## config.mk

```make
export PLATFORM = sky130hd
export DESIGN_NAME = button_click_hold_classifier_top
export DESIGN_NICKNAME = d
export VERILOG_FILES = /design/src/rtl/bchc_pkg.sv /design/src/rtl/bchc_state_mem.sv /design/src/rtl/bchc_classify.sv /design/src/rtl/button_click_hold_classifier_top.sv
export SDC_FILE = /design/constraint.sdc
export NUM_CORES = 1
export LEC_CHECK = 0
export ABC_CLOCK_PERIOD_IN_PS = 7800
export CORE_UTILIZATION = 30
export CTS_CLUSTER_SIZE = 30
export DETAILED_ROUTE_END_ITERATION = 7
export DONT_BUFFER_PORTS = 1
export HOLD_SLACK_MARGIN = 0.02
export PLACE_DENSITY_LB_ADDON = 0.15
export SYNTH_ARGS = -nofsm -noshare
export SYNTH_HDL_FRONTEND = slang
export SYNTH_SLANG_ARGS = --single-unit
```

## constraint.sdc

```tcl
create_clock -name aclk -period 7.8 [get_ports aclk]
set_input_delay 0.39 -clock aclk [delete_from_list [all_inputs] [get_ports aclk]]
set_output_delay 0.39 -clock aclk [all_outputs]
set_load 0.1 [all_outputs]
```

## src/rtl/bchc_pkg.sv

```systemverilog
`timescale 1ns / 1ps
// Package for the button click/hold classifier.
// Holds the per-button state entry type, configuration type and register indexes.
package bchc_pkg;

    localparam int BTN_IDX_W = 2;
    localparam int TIME_W    = 32;
    localparam int DEB_W     = 16;
    localparam int CFG_IDX_W = 3;
    localparam int CFG_DAT_W = 32;

    localparam logic [CFG_IDX_W-1:0] CFG_HOLD_THR      = 3'd0;
    localparam logic [CFG_IDX_W-1:0] CFG_BOOT_HOLD_THR = 3'd1;
    localparam logic [CFG_IDX_W-1:0] CFG_DEBOUNCE      = 3'd2;
    localparam logic [CFG_IDX_W-1:0] CFG_BOOT_INDEX    = 3'd3;

    localparam logic [TIME_W-1:0]    HOLD_THR_RST      = 32'd2000;
    localparam logic [TIME_W-1:0]    BOOT_HOLD_THR_RST = 32'd5000;
    localparam logic [DEB_W-1:0]     DEBOUNCE_RST      = 16'd50;
    localparam logic [BTN_IDX_W-1:0] BOOT_INDEX_RST    = 2'd0;

    typedef struct packed {
        logic              pressed;
        logic              click_seen;
        logic              hold_seen;
        logic [TIME_W-1:0] press_start_ms;
    } entry_t;

    typedef struct packed {
        logic [TIME_W-1:0]    hold_limit_ms;
        logic [TIME_W-1:0]    boot_hold_limit_ms;
        logic [DEB_W-1:0]     debounce_ms;
        logic [BTN_IDX_W-1:0] boot_button_index;
    } cfg_t;

    typedef struct packed {
        logic [BTN_IDX_W-1:0] button_index;
        logic                 edge_event;
        logic                 level_at_edge;
        logic                 level_settled;
        logic [TIME_W-1:0]    now_ms;
        logic                 clear_flags;
    } item_t;

endpackage

```

## src/rtl/bchc_state_mem.sv

```systemverilog
`timescale 1ns / 1ps
// Per-button state memory: one write port, one registered read port.
// Entries never written since reset read as zero through per-entry valid bits. Uses bchc_pkg.
module bchc_state_mem #(
    parameter int DEPTH  = 4,
    parameter int ADDR_W = 2
) (
    input  logic                aclk,
    input  logic                aresetn,
    input  logic                rd_en,
    input  logic [ADDR_W-1:0]   rd_addr,
    output bchc_pkg::entry_t    rd_data,
    input  logic                wr_en,
    input  logic [ADDR_W-1:0]   wr_addr,
    input  bchc_pkg::entry_t    wr_data
);
    import bchc_pkg::*;

    entry_t             mem [DEPTH];
    logic [DEPTH-1:0]   valid_reg;
    entry_t             rd_data_reg;
    logic               rd_valid_reg;

    always_ff @(posedge aclk) begin
        if (wr_en) begin
            mem[wr_addr] <= wr_data;
        end
        if (rd_en) begin
            rd_data_reg <= mem[rd_addr];
        end
    end

    always_ff @(posedge aclk) begin
        if (!aresetn) begin
            valid_reg    <= '0;
            rd_valid_reg <= 1'b0;
        end else begin
            if (wr_en) begin
                valid_reg[wr_addr] <= 1'b1;
            end
            if (rd_en) begin
                rd_valid_reg <= valid_reg[rd_addr];
            end
        end
    end

    assign rd_data = rd_valid_reg ? rd_data_reg : '0;

endmodule

```

## src/rtl/bchc_classify.sv

```systemverilog
`timescale 1ns / 1ps
// Press/release classification for one transaction against one state entry.
// Produces the reported flags and the entry to write back. Uses bchc_pkg.
module bchc_classify (
    input  bchc_pkg::entry_t entry_in,
    input  bchc_pkg::item_t  item,
    input  bchc_pkg::cfg_t   cfg,
    output bchc_pkg::entry_t entry_out,
    output logic             click_flag,
    output logic             hold_flag
);
    import bchc_pkg::*;

    entry_t            upd;
    logic [TIME_W-1:0] held;
    logic [TIME_W-1:0] thr;

    assign held = item.now_ms - entry_in.press_start_ms;
    assign thr  = (item.button_index == cfg.boot_button_index) ?
                  cfg.boot_hold_limit_ms : cfg.hold_limit_ms;

    always_comb begin
        upd = entry_in;
        if (item.edge_event && (item.level_at_edge == item.level_settled)) begin
            if (!item.level_at_edge) begin
                upd.press_start_ms = item.now_ms;
                upd.pressed        = 1'b1;
            end else begin
                if (entry_in.pressed) begin
                    if (held >= thr) begin
                        upd.hold_seen = 1'b1;
                    end else if (held > {{(TIME_W-DEB_W){1'b0}}, cfg.debounce_ms}) begin
                        upd.click_seen = 1'b1;
                    end
                end
                upd.pressed = 1'b0;
            end
        end
        entry_out = upd;
        if (item.clear_flags) begin
            entry_out.click_seen = 1'b0;
            entry_out.hold_seen  = 1'b0;
        end
    end

    assign click_flag = upd.click_seen;
    assign hold_flag  = upd.hold_seen;

endmodule

```

## src/rtl/button_click_hold_classifier_top.sv

```systemverilog
`timescale 1ns / 1ps
// Button click/hold classifier, top level.
// Instantiates bchc_state_mem and bchc_classify; uses bchc_pkg.
//
// Usage:
//   Input channel s_*: one transaction per button event (or poll) with the
//   button index, edge levels, millisecond timestamp and a clear request.
//   Result channel m_*: one transaction per input with the button's sticky
//   click and hold flags, edge update included, before any clear.
//   Configuration: cfg_we/cfg_index/cfg_wdata write thresholds and the boot
//   button index; write only while the block is idle.
//   Result path: the state memory read and the stage-1 input register both
//   capture at the accepting edge; classify then feeds the output register
//   when that register can take a new result.
//   Throughput: one transaction per cycle unless m_ready stalls, set by the
//   single read and write ports of the state memory; the last write is
//   forwarded so back-to-back events on one button see current state.
//   Reset: aresetn clears configuration to defaults, the memory valid bits
//   (all buttons released, flags clear) and both pipeline stages.
//   Stall: when m_ready is low the result holds, the stage behind it holds,
//   and s_ready drops once both stages are full.
module button_click_hold_classifier_top #(
    parameter int NUM_BUTTONS = 4
) (
    input  logic                               aclk,
    input  logic                               aresetn,
    input  logic                               s_valid,
    output logic                               s_ready,
    input  logic [bchc_pkg::BTN_IDX_W-1:0]     s_button_index,
    input  logic                               s_edge_event,
    input  logic                               s_level_at_edge,
    input  logic                               s_level_settled,
    input  logic [bchc_pkg::TIME_W-1:0]        s_now_ms,
    input  logic                               s_clear_flags,
    output logic                               m_valid,
    input  logic                               m_ready,
    output logic                               m_click_flag,
    output logic                               m_hold_flag,
    input  logic                               cfg_we,
    input  logic [bchc_pkg::CFG_IDX_W-1:0]     cfg_index,
    input  logic [bchc_pkg::CFG_DAT_W-1:0]     cfg_wdata
);
    import bchc_pkg::*;

    localparam int ADDR_W = (NUM_BUTTONS > 1) ? $clog2(NUM_BUTTONS) : 1;

    cfg_t              cfg_reg;
    item_t             s1_item_reg;
    logic              s1_vld_reg;
    logic              s1_in_range_reg;
    logic              m_vld_reg;
    logic              m_click_reg;
    logic              m_hold_reg;
    logic              fwd_vld_reg;
    logic [ADDR_W-1:0] fwd_addr_reg;
    entry_t            fwd_data_reg;

    logic              in_accept;
    logic              out_ready;
    logic              s1_advance;
    logic              in_range;
    logic [ADDR_W-1:0] rd_addr;
    logic [ADDR_W-1:0] s1_addr;
    entry_t            mem_rd_data;
    entry_t            cur_entry;
    entry_t            new_entry;
    logic              cls_click;
    logic              cls_hold;
    logic              wr_en;

    assign out_ready  = !m_vld_reg || m_ready;
    assign s1_advance = s1_vld_reg && out_ready;
    assign s_ready    = !s1_vld_reg || out_ready;
    assign in_accept  = s_valid && s_ready;
    assign in_range   = 32'(s_button_index) < NUM_BUTTONS;
    assign rd_addr    = ADDR_W'(s_button_index);
    assign s1_addr    = ADDR_W'(s1_item_reg.button_index);
    assign wr_en      = s1_advance && s1_in_range_reg;

    always_ff @(posedge aclk) begin
        if (!aresetn) begin
            cfg_reg.hold_limit_ms      <= HOLD_THR_RST;
            cfg_reg.boot_hold_limit_ms <= BOOT_HOLD_THR_RST;
            cfg_reg.debounce_ms        <= DEBOUNCE_RST;
            cfg_reg.boot_button_index  <= BOOT_INDEX_RST;
        end else if (cfg_we) begin
            case (cfg_index)
                CFG_HOLD_THR:      cfg_reg.hold_limit_ms      <= cfg_wdata;
                CFG_BOOT_HOLD_THR: cfg_reg.boot_hold_limit_ms <= cfg_wdata;
                CFG_DEBOUNCE:      cfg_reg.debounce_ms        <= cfg_wdata[DEB_W-1:0];
                CFG_BOOT_INDEX:    cfg_reg.boot_button_index  <= cfg_wdata[BTN_IDX_W-1:0];
                default: begin
                end
            endcase
        end
    end

    bchc_state_mem #(
        .DEPTH  (NUM_BUTTONS),
        .ADDR_W (ADDR_W)
    ) u_mem (
        .aclk    (aclk),
        .aresetn (aresetn),
        .rd_en   (in_accept),
        .rd_addr (rd_addr),
        .rd_data (mem_rd_data),
        .wr_en   (wr_en),
        .wr_addr (s1_addr),
        .wr_data (new_entry)
    );

    // forward the most recent write over the memory read
    assign cur_entry = (fwd_vld_reg && (fwd_addr_reg == s1_addr)) ? fwd_data_reg : mem_rd_data;

    bchc_classify u_classify (
        .entry_in   (cur_entry),
        .item       (s1_item_reg),
        .cfg        (cfg_reg),
        .entry_out  (new_entry),
        .click_flag (cls_click),
        .hold_flag  (cls_hold)
    );

    always_ff @(posedge aclk) begin
        if (in_accept) begin
            s1_item_reg.button_index  <= s_button_index;
            s1_item_reg.edge_event    <= s_edge_event;
            s1_item_reg.level_at_edge <= s_level_at_edge;
            s1_item_reg.level_settled <= s_level_settled;
            s1_item_reg.now_ms        <= s_now_ms;
            s1_item_reg.clear_flags   <= s_clear_flags;
            s1_in_range_reg           <= in_range;
        end
        if (s1_advance) begin
            m_click_reg <= s1_in_range_reg && cls_click;
            m_hold_reg  <= s1_in_range_reg && cls_hold;
        end
        if (wr_en) begin
            fwd_addr_reg <= s1_addr;
            fwd_data_reg <= new_entry;
        end
    end

    always_ff @(posedge aclk) begin
        if (!aresetn) begin
            s1_vld_reg  <= 1'b0;
            m_vld_reg   <= 1'b0;
            fwd_vld_reg <= 1'b0;
        end else begin
            if (in_accept) begin
                s1_vld_reg <= 1'b1;
            end else if (s1_advance) begin
                s1_vld_reg <= 1'b0;
            end
            if (s1_advance) begin
                m_vld_reg <= 1'b1;
            end else if (m_ready) begin
                m_vld_reg <= 1'b0;
            end
            if (wr_en) begin
                fwd_vld_reg <= 1'b1;
            end
        end
    end

    assign m_valid      = m_vld_reg;
    assign m_click_flag = m_click_reg;
    assign m_hold_flag  = m_hold_reg;

    a_s1_hold: assert property (@(posedge aclk) disable iff (!aresetn)
        (s1_vld_reg && !out_ready) |=> (s1_vld_reg && $stable(s1_item_reg)))
        else $error("stalled stage changed");

    a_accept_fills: assert property (@(posedge aclk) disable iff (!aresetn)
        in_accept |=> s1_vld_reg)
        else $error("accepted transaction lost");

    a_oob_zero: assert property (@(posedge aclk) disable iff (!aresetn)
        (s1_advance && !s1_in_range_reg) |=> (m_valid && !m_click_flag && !m_hold_flag))
        else $error("out-of-range button reported a flag");

    a_wr_in_range: assert property (@(posedge aclk) disable iff (!aresetn)
        wr_en |-> (32'(s1_item_reg.button_index) < NUM_BUTTONS))
        else $error("state write to out-of-range button");

endmodule

```

==> results.py <==
metrics = {
    "detailed_routing": {
        "first_pass_iters": 5,
        "drt_iter0_markers": 717,
        "wire_per_inst_um": 20.75,
        "drc": 0,
        "via_count": 11060,
        "ant_nets": 0,
        "viasPerCell": 5.076,
        "wirelength_um": 45210,
    },
    "cells_and_area": {
        "layout.cells.non_filler": 2179,
        "nNetsFinal": 1605,
        "antenna_cells": 0,
        "largest_reg_flops": 140,
        "drive_gt1_share_pct": 10.99,
        "syn_to_final_growth_pct": 16.39,
        "final_core_util_pct": 35.57,
        "fillers": 5325,
    },
    "logic_synthesis": {
        "ys_seq_elements": 342,
        "yosysSeqAreaShare_pct": 56.52,
        "synth_commonest_cells": "edfxtp_1, nand2_1, a21oi_1, dfxtp_1, ha_1",
        "synth_area_leaders": "edfxtp_1, dfxtp_1, ha_1",
        "synth.avg_cell_area_um2": 11.94,
        "yosysWarnings": 0,
        "yosysMostFrequentCell": "edfxtp_1",
        "synth_edf_count": 252,
        "syn_inst": 1388,
        "netlist_area_um2": 16580,
        "synthFlopType": "edfxtp_1",
        "synth_top_area_cell": "edfxtp_1",
        "synth_nets": 1540,
        "synth_cell_types": 85,
        "synth_top_area_share_pct": 45.65,
        "synthArstFlopShare_pct": 0,
    },
    "place": {
        "hpwl_um": 30050,
        "globalplace.congestion": 0.8668,
        "port_buffers": 0,
        "place_inst": 2034,
    },
    "cts": {
        "clkTransAtPathRegs_ns": 0.06,
        "h-tree-depth": 2,
        "clk_latency_ns": 0.56,
        "cts_buffers": 40,
        "cts_root_buf": "clkbuf_16",
        "cts_tree": "built",
        "cts_setup_buffers": 0,
        "cts_sinks": 342,
        "clk_path_buf_depth": 3,
    },
    "global_routing": {
        "track_usage_pct": 16.32,
        "antenna_found_initial": 0,
        "grt_pass1_vias": 11290,
        "grt_pass1_wl_um": 69570,
        "grt_max_degree": 91,
        "grt.overflow.total": 0,
    },
    "worst_hold_path": {
        "hold_class": "in -> reg",
    },
    "pwr": {
        "power_mw": 4.320,
        "ir_drop_mv": 0.1442,
        "power_density_nw_per_um2": 223.9,
        "p_leak_nw": 6.960,
    },
    "floorplan": {
        "start_util_pct": 30.56,
        "dieArea_um2": 56200,
        "ioPinCount": 82,
        "core-area_um2": 54240,
        "die_y_um": 237.1,
        "rows": 85,
        "die_w_um": 237.1,
    },
    "sta": {
        "timing.setup.tns_ns": 0,
        "relSlewSlack_pct": 27.65,
        "worst_slew_pin_slew_ns": 1.087,
        "rsz0062_at_grt": "no",
        "skew_ns": 0.01804,
        "final-setup-viol-count": 0,
        "finalMaxSlewViolations": 0,
        "fmax_mhz": 149.1,
        "period_minus_slack_ns": 6.705,
        "finalHoldViolations": 0,
        "period_share_pct": 85.96,
    },
    "critical_path": {
        "r2r_end": "u_mem.mem[2][33]$_DFFE_PP_",
        "worstPathArrival_ns": 6.99,
        "reg2regPathDepth": 22,
        "crit_type": "reg -> reg",
        "critPathCaptureType": "flop",
        "crit_end": "u_mem.mem[2][33]$_DFFE_PP_",
        "setup.worst_path.start": "s1_addr[0]$_DFFE_PP_",
        "worstReg2RegStart": "s1_addr[0]$_DFFE_PP_",
        "worstSetupStartpointType": "flop",
        "r2r_setup_slack_ns": 1.10,
        "cp.required_ns": 8.09,
        "cp_max_fo": 17,
    },
    "flow_run": {
        "cap_violations": 0,
    },
    "run_status": {
        "status": "complete, no violations",
    },
}
==> through the flow <==
| step | worst slack, ns | hold WS [ns] | cell area [um2] |
|---|---|---|---|
| 2_1_floorplan | 1.725 | 0.4354 | 16580 |
| 3_3_place_gp | 1.227 | 0.4451 | 17330 |
| 3_5_place_dp | 1.136 | 0.4521 | 17330 |
| 4_1_cts | 1.121 | 0.05713 | 19290 |
| 5_1_grt | 0.4456 | 0.07525 | 19290 |
| 6_report | 1.095 | 0.1023 | 19290 |
==> layout make-up <==
type	instances	area [um2]	area share (%)
clock buffer	55	1121	5.810
clock inverter	17	96.34	0.4993
inverter	28	105.1	0.5447
multi-input combinational	946	6819	35.34
sequential	342	9369	48.56
tap	696	870.8	4.513
timing repair buffer	95	913.4	4.734
==> worst min-delay path by stage <==
| stage | start | endpoint | slack, ns | cells past startpoint |
|---|---|---|---|---|
| 6_report | s_button_index[1] | u_mem.rd_data_reg[4]$_DFFE_PP_ | 0.10 | 1 |
| 5_1_grt | s_button_index[1] | u_mem.rd_data_reg[5]$_DFFE_PP_ | 0.08 | 1 |
| 4_1_cts | s_button_index[1] | u_mem.rd_data_reg[4]$_DFFE_PP_ | 0.06 | 1 |
| 3_5_place_dp | u_mem.valid_reg[2]$_SDFFE_PN0P_ | u_mem.valid_reg[2]$_SDFFE_PN0P_ | 0.45 | 1 |
| 3_3_place_gp | u_mem.valid_reg[2]$_SDFFE_PN0P_ | u_mem.valid_reg[2]$_SDFFE_PN0P_ | 0.45 | 1 |
| 2_1_floorplan | u_mem.valid_reg[2]$_SDFFE_PN0P_ | u_mem.valid_reg[2]$_SDFFE_PN0P_ | 0.44 | 1 |
==> power breakdown <==
part	internal (mW)	switching (mW)	leakage (nW)	total [mW]
logic	0.207	0.301	3.21	0.508
clock network	1.01	0.747	0.596	1.75
registers	2.02	0.0367	3.15	2.06
==> critical path, cell delays in order (launching register included) <==
cell and delay (ns):
edfxtp_1 0.54, xor2_2 0.26, nor3_4 0.80, a21oi_1 0.24, ha_1 0.49, and2_1 0.32, nand2_1 0.13, o31ai_1 0.52
nor2_1 0.07, o21ai_0 0.13, or3b_2 0.48, xnor2_1 0.34, ha_1 0.33, a21o_1 0.17, a21o_1 0.17, a21oi_1 0.13
o21ai_0 0.09, a21oi_1 0.13, o21ai_0 0.10, or4_1 0.43, nor4_2 0.21, and4b_1 0.25, nor3_1 0.10
==> per-layer routing <==
metal	up-vias	share of wire [%]	GRT usage [%]
li1	5300	-	-
met1	5462	48	22.58
met2	233	46	25.98
met3	65	4.0	2.471
met4	0	2.5	5.670
met5	-	0	0
==> cells in the final DEF (no fill, tap or decap), drive strengths merged, types with 3 or more instances in the layout <==
cell type / count
a211oi: 13
a21boi: 67
a21o: 46
a21oi: 112
a31oi: 17
and2: 12
and3: 35
and4: 3
buf: 23
clkbuf: 55
clkinv: 14
dfxtp: 90
dlygate4sd3: 72
edfxtp: 252
ha: 74
inv: 29
maj3: 4
mux2i: 35
mux4: 36
nand2: 206
nand2b: 5
nand3: 30
nand4: 19
nor2: 68
nor2b: 15
nor3: 11
nor4: 4
o211ai: 9
o21a: 6
o21ai: 23
o21bai: 6
o31a: 3
o31ai: 4
or2: 5
or3: 4
xnor2: 24
xor2: 11
==> repair_timing <==
item | CTS | global route
hold buffers | 73 | 0
setup endpoints to repair | 0 | 0
gates resized for setup | 0 | 0
hold endpoints to repair | 128 | 0
==> cells by family after synthesis <==
kind of cell | count (synthesis) | share of synthesized area [%]
buffers and inverters | 100 | 2.551
AO/OA/AOI/OAI | 332 | 13.80
flip-flops | 342 | 56.52
XOR/XNOR | 35 | 2.076
multiplexers | 72 | 7.072
AND/OR/NAND/NOR | 429 | 12.14
adder cells (fa/ha/maj) | 78 | 5.842
Note: power is estimated with default switching activity, not from simulation.
